### src/sv/ssddf_pkg.sv
`default_nettype none

package ssddf_pkg;

   // datapath widths: box coordinates, multiplier operands, products
   localparam int DW = 21;
   localparam int MW = 22;
   localparam int PW = 2 * MW;

   // configuration register indexes
   localparam int CSR_IDX_W = 3;
   localparam logic [CSR_IDX_W-1:0] CSR_CONF_THRESHOLD = 3'd0;
   localparam logic [CSR_IDX_W-1:0] CSR_WANTED_LABEL   = 3'd1;
   localparam logic [CSR_IDX_W-1:0] CSR_SQUARE_ALIGN   = 3'd2;
   localparam logic [CSR_IDX_W-1:0] CSR_DROP_PARTIAL   = 3'd3;
   localparam logic [CSR_IDX_W-1:0] CSR_IMAGE_WIDTH    = 3'd4;
   localparam logic [CSR_IDX_W-1:0] CSR_IMAGE_HEIGHT   = 3'd5;
   localparam int CSR_DATA_W = 16;

   // register reset values
   localparam logic [10:0] WANTED_LABEL_ANY = 11'h7FF;
   localparam logic [13:0] IMAGE_WIDTH_RST  = 14'd640;
   localparam logic [13:0] IMAGE_HEIGHT_RST = 14'd480;

   // Q0.16 growth factors
   localparam logic [15:0] K_GROW_X = 16'd4391;
   localparam logic [15:0] K_GROW_Y = 16'd1835;
   localparam logic [15:0] K_GROW_W = 16'd9830;
   localparam logic [15:0] K_GROW_H = 16'd8520;

   // microprogram size
   localparam int UCODE_DEPTH = 18;
   localparam int STEP_W = $clog2(UCODE_DEPTH);

   // jump targets
   localparam logic [STEP_W-1:0] STEP_SQUARE = 5'd10;
   localparam logic [STEP_W-1:0] STEP_EMIT   = 5'd17;

   typedef enum logic {
      ST_IDLE,
      ST_RUN
   } state_type;

   typedef enum logic [2:0] {
      MA_REL_L,
      MA_REL_R,
      MA_REL_T,
      MA_REL_B,
      MA_W,
      MA_H,
      MA_CW
   } mul_a_type;

   typedef enum logic [2:0] {
      MB_IMG_W,
      MB_IMG_H,
      MB_K_X,
      MB_K_Y,
      MB_K_W,
      MB_K_H,
      MB_H,
      MB_CH
   } mul_b_type;

   typedef enum logic [3:0] {
      ALU_NOP,
      ALU_LD_X,
      ALU_SUB_W,
      ALU_LD_Y,
      ALU_SUB_H,
      ALU_DEC_X,
      ALU_INC_W,
      ALU_DEC_Y,
      ALU_INC_H,
      ALU_SQUARE,
      ALU_CLIP_X,
      ALU_CLIP_Y,
      ALU_CLIP_FIN,
      ALU_AREA_SAVE,
      ALU_AREA_CMP,
      ALU_EMIT
   } alu_op_type;

   typedef enum logic [1:0] {
      JMP_NONE,
      JMP_NO_ALIGN,
      JMP_NO_DROP
   } jump_type;

   typedef struct packed {
      logic              mul_en;
      mul_a_type         mul_a;
      mul_b_type         mul_b;
      alu_op_type        alu;
      logic              sh16;
      jump_type          jmp;
      logic [STEP_W-1:0] target;
      logic              last;
   } ucode_type;

   // control store: one word per step
   function automatic ucode_type ucode_rom(input logic [STEP_W-1:0] step);
      ucode_type uc;
      uc = '{mul_en: 1'b0, mul_a: MA_REL_L, mul_b: MB_IMG_W, alu: ALU_NOP,
             sh16: 1'b0, jmp: JMP_NONE, target: '0, last: 1'b0};
      case (step)
         5'd0: begin
            uc.mul_en = 1'b1; uc.mul_a = MA_REL_L; uc.mul_b = MB_IMG_W;
         end
         5'd1: begin
            uc.mul_en = 1'b1; uc.mul_a = MA_REL_R; uc.mul_b = MB_IMG_W;
            uc.alu = ALU_LD_X;
         end
         5'd2: begin
            uc.mul_en = 1'b1; uc.mul_a = MA_REL_T; uc.mul_b = MB_IMG_H;
            uc.alu = ALU_SUB_W;
         end
         5'd3: begin
            uc.mul_en = 1'b1; uc.mul_a = MA_REL_B; uc.mul_b = MB_IMG_H;
            uc.alu = ALU_LD_Y;
         end
         5'd4: begin
            uc.alu = ALU_SUB_H; uc.jmp = JMP_NO_ALIGN; uc.target = STEP_SQUARE + 5'd1;
         end
         5'd5: begin
            uc.mul_en = 1'b1; uc.mul_a = MA_W; uc.mul_b = MB_K_X;
         end
         5'd6: begin
            uc.mul_en = 1'b1; uc.mul_a = MA_W; uc.mul_b = MB_K_W;
            uc.alu = ALU_DEC_X; uc.sh16 = 1'b1;
         end
         5'd7: begin
            uc.mul_en = 1'b1; uc.mul_a = MA_H; uc.mul_b = MB_K_Y;
            uc.alu = ALU_INC_W; uc.sh16 = 1'b1;
         end
         5'd8: begin
            uc.mul_en = 1'b1; uc.mul_a = MA_H; uc.mul_b = MB_K_H;
            uc.alu = ALU_DEC_Y; uc.sh16 = 1'b1;
         end
         5'd9: begin
            uc.alu = ALU_INC_H; uc.sh16 = 1'b1;
         end
         5'd10: uc.alu = ALU_SQUARE;
         5'd11: uc.alu = ALU_CLIP_X;
         5'd12: uc.alu = ALU_CLIP_Y;
         5'd13: begin
            uc.alu = ALU_CLIP_FIN; uc.jmp = JMP_NO_DROP; uc.target = STEP_EMIT;
         end
         5'd14: begin
            uc.mul_en = 1'b1; uc.mul_a = MA_W; uc.mul_b = MB_H;
         end
         5'd15: begin
            uc.mul_en = 1'b1; uc.mul_a = MA_CW; uc.mul_b = MB_CH;
            uc.alu = ALU_AREA_SAVE;
         end
         5'd16: uc.alu = ALU_AREA_CMP;
         5'd17: begin
            uc.alu = ALU_EMIT; uc.last = 1'b1;
         end
         default: uc.last = 1'b1;
      endcase
      return uc;
   endfunction

endpackage

`default_nettype wire

### src/sv/ssd_detection_filter.sv
`default_nettype none

// SSD detection filter: one proposal in, at most one clipped box out. A proposal
// with req_end_marker closes the list and later proposals are ignored until one
// carries req_frame_start. Proposals failing the confidence or label filter are
// consumed with no result and the block stays idle. A kept proposal is worked by a
// small microprogram around one shared 22x22 signed multiplier, one step per cycle
// but for the wait at its last step; square alignment adds the grow and square
// steps, and dropping partial boxes adds the area check.
// A box that finds the previous one still stalled waits at its last step.
// The result waits in an output register, so the next proposal is taken while a
// box is still stalled on the rsp side. Configuration writes are accepted at
// any time (csr_ready is always high) but must only be issued while idle.
module ssd_detection_filter
   import ssddf_pkg::*;
(
   input  wire logic                  clock,
   input  wire logic                  reset,
   // configuration
   input  wire logic                  csr_valid,
   output logic                       csr_ready,
   input  wire logic [CSR_IDX_W-1:0]  csr_index,
   input  wire logic [CSR_DATA_W-1:0] csr_data,
   // proposals
   input  wire logic                  req_valid,
   output logic                       req_stall,
   input  wire logic                  req_frame_start,
   input  wire logic                  req_end_marker,
   input  wire logic [9:0]            req_class_label,
   input  wire logic [15:0]           req_confidence,
   input  wire logic signed [15:0]    req_rel_left,
   input  wire logic signed [15:0]    req_rel_top,
   input  wire logic signed [15:0]    req_rel_right,
   input  wire logic signed [15:0]    req_rel_bottom,
   // boxes
   output logic                       rsp_valid,
   input  wire logic                  rsp_stall,
   output logic [13:0]                rsp_box_x,
   output logic [13:0]                rsp_box_y,
   output logic [13:0]                rsp_box_w,
   output logic [13:0]                rsp_box_h,
   output logic [9:0]                 rsp_out_label
);

   // configuration registers
   logic [15:0] conf_threshold_ff;
   logic [10:0] wanted_label_ff;
   logic        square_align_ff;
   logic        drop_partial_ff;
   logic [13:0] image_width_ff;
   logic [13:0] image_height_ff;
   logic        list_ended_ff, list_ended_in;

   // sequencer
   state_type         state_ff, state_in;
   logic [STEP_W-1:0] step_ff, step_in;
   ucode_type         uc;

   // captured proposal
   logic signed [15:0] rel_l_ff, rel_t_ff, rel_r_ff, rel_b_ff;
   logic [9:0]         label_ff;

   // datapath
   logic signed [PW-1:0] p_ff, p_in, area_ff;
   logic signed [DW-1:0] x_ff, y_ff, w_ff, h_ff, cx_ff, cy_ff, cw_ff, ch_ff;
   logic                 okx_ff, oky_ff, keep_ff;
   logic signed [MW-1:0] mul_a, mul_b;
   logic signed [PW-1:0] bias, biased, shifted;
   logic signed [DW-1:0] t;
   logic signed [DW-1:0] lim_w, lim_h, lo, hi, span, diff;

   // output register
   logic        rsp_valid_ff, rsp_valid_in;
   logic [13:0] box_x_ff, box_y_ff, box_w_ff, box_h_ff;
   logic [9:0]  out_label_ff;

   logic accept, ended_now, label_ok, run, out_free, emit, jump;

   assign csr_ready = 1'b1;
   assign req_stall = (state_ff != ST_IDLE);
   assign accept    = req_valid && !req_stall;
   assign ended_now = list_ended_ff && !req_frame_start;
   assign label_ok  = (wanted_label_ff == WANTED_LABEL_ANY) ||
                      (wanted_label_ff == {1'b0, req_class_label});
   assign run       = !req_end_marker && !ended_now &&
                      (req_confidence >= conf_threshold_ff) && label_ok;
   assign out_free  = !rsp_valid_ff || !rsp_stall;
   assign uc        = ucode_rom(step_ff);

   // write configuration registers
   always_ff @(posedge clock) begin
      if (reset) begin
         conf_threshold_ff <= '0;
         wanted_label_ff   <= WANTED_LABEL_ANY;
         square_align_ff   <= 1'b0;
         drop_partial_ff   <= 1'b0;
         image_width_ff    <= IMAGE_WIDTH_RST;
         image_height_ff   <= IMAGE_HEIGHT_RST;
      end else if (csr_valid && csr_ready) begin
         case (csr_index)
            CSR_CONF_THRESHOLD: conf_threshold_ff <= csr_data;
            CSR_WANTED_LABEL:   wanted_label_ff   <= csr_data[10:0];
            CSR_SQUARE_ALIGN:   square_align_ff   <= csr_data[0];
            CSR_DROP_PARTIAL:   drop_partial_ff   <= csr_data[0];
            CSR_IMAGE_WIDTH:    image_width_ff    <= csr_data[13:0];
            CSR_IMAGE_HEIGHT:   image_height_ff   <= csr_data[13:0];
            default: ;
         endcase
      end
   end

   // track end of list
   always_comb begin
      list_ended_in = list_ended_ff;
      if (accept) begin
         list_ended_in = req_end_marker || ended_now;
      end
   end

   // sequence the microprogram
   always_comb begin
      state_in = state_ff;
      step_in  = step_ff;
      emit     = 1'b0;
      jump     = 1'b0;
      case (uc.jmp)
         JMP_NO_ALIGN: jump = !square_align_ff;
         JMP_NO_DROP:  jump = !drop_partial_ff;
         default:      jump = 1'b0;
      endcase
      case (state_ff)
         ST_IDLE: begin
            if (accept && run) begin
               state_in = ST_RUN;
               step_in  = '0;
            end
         end
         ST_RUN: begin
            if (uc.last) begin
               if (!keep_ff || out_free) begin
                  emit     = keep_ff && (uc.alu == ALU_EMIT);
                  state_in = ST_IDLE;
               end
            end else if (jump) begin
               step_in = uc.target;
            end else begin
               step_in = step_ff + 1'b1;
            end
         end
         default: state_in = ST_IDLE;
      endcase
   end

   always_ff @(posedge clock) begin
      if (reset) begin
         state_ff      <= ST_IDLE;
         step_ff       <= '0;
         list_ended_ff <= 1'b0;
         rsp_valid_ff  <= 1'b0;
      end else begin
         state_ff      <= state_in;
         step_ff       <= step_in;
         list_ended_ff <= list_ended_in;
         rsp_valid_ff  <= rsp_valid_in;
      end
   end

   // select multiplier operands
   always_comb begin
      case (uc.mul_a)
         MA_REL_L: mul_a = MW'(rel_l_ff);
         MA_REL_R: mul_a = MW'(rel_r_ff);
         MA_REL_T: mul_a = MW'(rel_t_ff);
         MA_REL_B: mul_a = MW'(rel_b_ff);
         MA_W:     mul_a = MW'(w_ff);
         MA_H:     mul_a = MW'(h_ff);
         MA_CW:    mul_a = MW'(cw_ff);
         default:  mul_a = '0;
      endcase
      case (uc.mul_b)
         MB_IMG_W: mul_b = $signed({{(MW-14){1'b0}}, image_width_ff});
         MB_IMG_H: mul_b = $signed({{(MW-14){1'b0}}, image_height_ff});
         MB_K_X:   mul_b = $signed({{(MW-16){1'b0}}, K_GROW_X});
         MB_K_Y:   mul_b = $signed({{(MW-16){1'b0}}, K_GROW_Y});
         MB_K_W:   mul_b = $signed({{(MW-16){1'b0}}, K_GROW_W});
         MB_K_H:   mul_b = $signed({{(MW-16){1'b0}}, K_GROW_H});
         MB_H:     mul_b = MW'(h_ff);
         MB_CH:    mul_b = MW'(ch_ff);
         default:  mul_b = '0;
      endcase
      p_in = mul_a * mul_b;
   end

   // truncate the product toward zero by 2^14 or 2^16
   always_comb begin
      bias = '0;
      if (p_ff[PW-1]) begin
         bias = uc.sh16 ? $signed({{(PW-16){1'b0}}, 16'hFFFF})
                        : $signed({{(PW-14){1'b0}}, 14'h3FFF});
      end
      biased  = p_ff + bias;
      shifted = uc.sh16 ? (biased >>> 16) : (biased >>> 14);
      t       = shifted[DW-1:0];
   end

   // clip one axis: lo = max(pos,0), hi = min(pos+size,limit)
   assign lim_w = $signed({{(DW-14){1'b0}}, image_width_ff});
   assign lim_h = $signed({{(DW-14){1'b0}}, image_height_ff});
   always_comb begin
      if (uc.alu == ALU_CLIP_Y) begin
         lo = (y_ff < 0) ? '0 : y_ff;
         hi = ((y_ff + h_ff) < lim_h) ? (y_ff + h_ff) : lim_h;
      end else begin
         lo = (x_ff < 0) ? '0 : x_ff;
         hi = ((x_ff + w_ff) < lim_w) ? (x_ff + w_ff) : lim_w;
      end
      span = hi - lo;
      diff = (w_ff < h_ff) ? (h_ff - w_ff) : (w_ff - h_ff);
   end

   // capture proposal, run datapath step
   always_ff @(posedge clock) begin
      if (accept && run) begin
         rel_l_ff <= req_rel_left;
         rel_t_ff <= req_rel_top;
         rel_r_ff <= req_rel_right;
         rel_b_ff <= req_rel_bottom;
         label_ff <= req_class_label;
         keep_ff  <= 1'b1;
      end
      if (state_ff == ST_RUN) begin
         if (uc.mul_en) begin
            p_ff <= p_in;
         end
         case (uc.alu)
            ALU_LD_X:  x_ff <= t;
            ALU_SUB_W: w_ff <= t - x_ff;
            ALU_LD_Y:  y_ff <= t;
            ALU_SUB_H: h_ff <= t - y_ff;
            ALU_DEC_X: x_ff <= x_ff - t;
            ALU_INC_W: w_ff <= w_ff + t;
            ALU_DEC_Y: y_ff <= y_ff - t;
            ALU_INC_H: h_ff <= h_ff + t;
            ALU_SQUARE: begin
               if (w_ff < h_ff) begin
                  x_ff <= x_ff - (diff >>> 1);
                  w_ff <= h_ff;
               end else begin
                  y_ff <= y_ff - (diff >>> 1);
                  h_ff <= w_ff;
               end
            end
            ALU_CLIP_X: begin
               cx_ff  <= lo;
               cw_ff  <= span;
               okx_ff <= (span > 0) && (w_ff > 0);
            end
            ALU_CLIP_Y: begin
               cy_ff  <= lo;
               ch_ff  <= span;
               oky_ff <= (span > 0) && (h_ff > 0);
            end
            ALU_CLIP_FIN: begin
               if (!(okx_ff && oky_ff)) begin
                  cx_ff <= '0;
                  cy_ff <= '0;
                  cw_ff <= '0;
                  ch_ff <= '0;
               end
            end
            ALU_AREA_SAVE: area_ff <= p_ff;
            ALU_AREA_CMP:  keep_ff <= (p_ff == area_ff);
            default: ;
         endcase
      end
   end

   // hold the result until transferred
   always_comb begin
      rsp_valid_in = rsp_valid_ff && rsp_stall;
      if (emit) begin
         rsp_valid_in = 1'b1;
      end
   end

   always_ff @(posedge clock) begin
      if (emit) begin
         box_x_ff     <= cx_ff[13:0];
         box_y_ff     <= cy_ff[13:0];
         box_w_ff     <= cw_ff[13:0];
         box_h_ff     <= ch_ff[13:0];
         out_label_ff <= label_ff;
      end
   end

   assign rsp_valid     = rsp_valid_ff;
   assign rsp_box_x     = box_x_ff;
   assign rsp_box_y     = box_y_ff;
   assign rsp_box_w     = box_w_ff;
   assign rsp_box_h     = box_h_ff;
   assign rsp_out_label = out_label_ff;

endmodule

`default_nettype wire

### config.mk
export PLATFORM = sky130hd
export DESIGN_NAME = ssd_detection_filter
export DESIGN_NICKNAME = d
export VERILOG_FILES = /design/src/sv/ssddf_pkg.sv /design/src/sv/ssd_detection_filter.sv
export SDC_FILE = /design/constraint.sdc
export NUM_CORES = 2
export LEC_CHECK = 0
export BUFFER_PORTS_ARGS = -buffer_cell sky130_fd_sc_hd__buf_2
export CAP_MARGIN = 20
export CORE_MARGIN = 2
export CORE_UTILIZATION = 30
export CTS_CLUSTER_SIZE = 8
export DETAILED_ROUTE_END_ITERATION = 8
export SYNTH_ARGS = -nofsm -noshare
export SYNTH_HDL_FRONTEND = slang
export SYNTH_SLANG_ARGS = --single-unit
### constraint.sdc
create_clock -name clock -period 22.5 [get_ports clock]
set_clock_uncertainty 0.15 [all_clocks]
set_input_delay 2.25 -clock clock [delete_from_list [all_inputs] [get_ports clock]]
set_output_delay 2.25 -clock clock [all_outputs]
set_load 0.01 [all_outputs]
==> results.json <==
{
  "status": "finished, final reports clean",
  "cts_setup_buffers": 0,
  "clock-sinks": 450,
  "synthFlopType": "edfxtp_1",
  "initial_utilization": 0.302,
  "nets": 6260,
  "die_area_um2": 162000,
  "antenna_left": 0,
  "finalHoldViolCount": 0,
  "vdd_drop_max_mv": 0.0479,
  "crit_required_ns": 22.74,
  "rsz0062_at_grt": "no",
  "synth_top_area_frac": 0.242,
  "synthesis.area_um2": 47700,
  "cts-hold-fix-buffers": 0,
  "h-tree-depth": 3,
  "p_per_area_nw_per_um2": 50.5,
  "netlist_instances": 5122,
  "clock-root-buffer": "clkbuf_16",
  "ios": 185,
  "p_total_w": 0.00269,
  "synthTopCellsByCount": "inv_1 (644), nand2_1 (618), fa_1 (497), nor2_1 (444), a21oi_1 (386)",
  "grt_pass1_wl_um": 246000,
  "critPathArrivalTime_ns": 11.18,
  "crit_type": "flip-flop to flip-flop",
  "setup_slack_ns": 11.56,
  "cpMaxStageDelayCell": "fa_1",
  "clockBufferDepth": 3,
  "synth_area_leader_cell": "edfxtp_1",
  "placed_cells_incl_taps": 7266,
  "cts_tree": "done",
  "first_pass_iters": 6,
  "grt-ovfl-total": 0,
  "yosys_warnings": 0,
  "cp_max_fo": 22,
  "worst_pin_slew_ns": 1.24,
  "clkTransAtPathRegs_ns": 0.05,
  "crit_path_end_kind": "flip-flop",
  "synth-seq-cells": 450,
  "cts_made_buffers": 68,
  "drv_cap": 0,
  "drt_iter0_markers": 3777,
  "wire_per_inst_um": 22.1,
  "vias_per_cell": 5.26,
  "cp_common_cell": "fa_1",
  "maxSlewViolCount": 0,
  "critPathLaunchType": "flip-flop",
  "core-area_um2": 158000,
  "ys_types": 90,
  "gp_congestion": 1.01,
  "ys_seq_area_frac": 0.269,
  "wl_um": 163000,
  "worstSkewPairLatency_ns": 0.66,
  "portBuffers": 183,
  "p_leak_nw": 22.9,
  "dp_hpwl_um": 129000,
  "critPathMaxStageDelay_ns": 0.70,
  "syn_avg_cell_area_um2": 9.32,
  "num_rows": 146,
  "drc": 0,
  "synth-edff-count": 384,
  "finalSetupTns_ns": 0,
  "post-place-ws_ns": 11.67,
  "gr-usage-all-layers": 0.200,
  "cts_resized": 0,
  "area_delta_synth_final_pct": 11.6,
  "via_count": 38800,
  "die_w_um": 403,
  "grt_pass1_vias": 39200,
  "hold_class": "flip-flop to flip-flop",
  "synth_fp_nets": 6117,
  "synthTopCellsByArea": "edfxtp_1 (24%), fa_1 (21%), ha_1 (10%)",
  "grt_max_degree": 68,
  "fp.dieH_um": 403,
  "drive_gt1_frac": 0.0860,
  "post-route-min-period_ns": 10.94,
  "instances_no_fill": 7377,
  "async_reset_ff_frac": 0,
  "fmax_ghz": 0.0914,
  "synth.most_common_cell": "inv_1",
  "relSlewSlack": 0.174,
  "antenna_found_initial": 5,
  "finalCritPeriodShare": 0.486,
  "setup_viol": 0
}
## critical path: cells and delay by family (launching register included)
kind | cells | cell delay, ns
mux | 1 | 0.54
compound gates | 4 | 1.00
buf+inv | 7 | 1.28
flops | 1 | 0.42
simple gates | 9 | 2.23
fa+ha+maj | 10 | 4.92
xor+xnor | 1 | 0.11
## where the power goes
part | internal, W | leakage, nW | switching, W | total, W
clock network | 0.000568 | 0.960 | 0.000405 | 0.000973
registers | 0.000946 | 4.00 | 0.0000245 | 0.000971
logic | 0.000305 | 17.9 | 0.000441 | 0.000746
total | 0.00182 | 22.9 | 0.000870 | 0.00269
## registers in the layout, summed over array words and instances, names as in the netlist, 14 cells and up
signal / count
rel_l_ff: 16
y_ff: 21
rsp_box_w: 14
x_ff: 21
rsp_box_h: 14
cy_ff: 14
rel_t_ff: 16
cw_ff: 21
rsp_box_x: 14
cx_ff: 14
w_ff: 21
rel_b_ff: 16
p_ff: 44
ch_ff: 21
area_ff: 44
image_width_ff: 14
rel_r_ff: 16
h_ff: 21
image_height_ff: 14
conf_threshold_ff: 16
rsp_box_y: 14
## final timing paths
path               start               end  slack (ns)  cells after the start
max           step_ff[0]          p_ff[42]       11.56                     32
min          label_ff[8]  rsp_out_label[8]        0.27                      0
min reg2reg  label_ff[8]  rsp_out_label[8]        0.27                      0
max reg2reg   step_ff[0]          p_ff[42]       11.56                     32
## logic make-up after synthesis
group / after synthesis / synth area share
simple gates: 1525 / 0.143
xor+xnor: 289 / 0.0530
fa+ha+maj: 879 / 0.309
buf+inv: 851 / 0.0686
other cells: 1 / 0.0000786
flops: 450 / 0.269
compound gates: 1026 / 0.133
mux: 101 / 0.0241
## per-layer routing
layer  vias to the layer above  GRT usage  wire length, um
li1                      17500          -                -
met1                     19300      0.260            67000
met2                      1602      0.326            74600
met3                       377     0.0326            12800
met4                         2     0.0946             8890
met5                         -          0               13
## final cells by class
class	instances	area [um2]
fill	16300	105000
multi-input combinational	3821	31700
sequential	450	12900
tap	2072	2590
inverter	646	2420
clock buffer	95	1820
timing repair buffer	278	1650
clock inverter	12	186
antenna	3	7.51
## stage by stage
step,hold WS [ns],area [um2],util
after detailed placement,0.255,51200,0.324
after global routing,0.271,53300,0.337
final,0.265,53300,0.337
after floorplan,0.250,47700,-
after global placement,0.250,51200,0.324
after CTS,0.266,53200,0.337
## cell usage in the layout (no fill, tap or decap), types with 66 or more instances in the layout
cell type / instances
inv_1: 643
nand2_1: 617
fa_1: 497
nor2_1: 435
edfxtp_1: 384
ha_1: 382
a21oi_1: 378
o21ai_0: 188
xnor2_1: 183
buf_2: 183
xor2_1: 106
a21o_1: 104
buf_4: 93
mux2i_1: 73
clkbuf_16: 69
nand2b_1: 67
dfxtp_1: 66
Power figures use the tool's default switching activity.
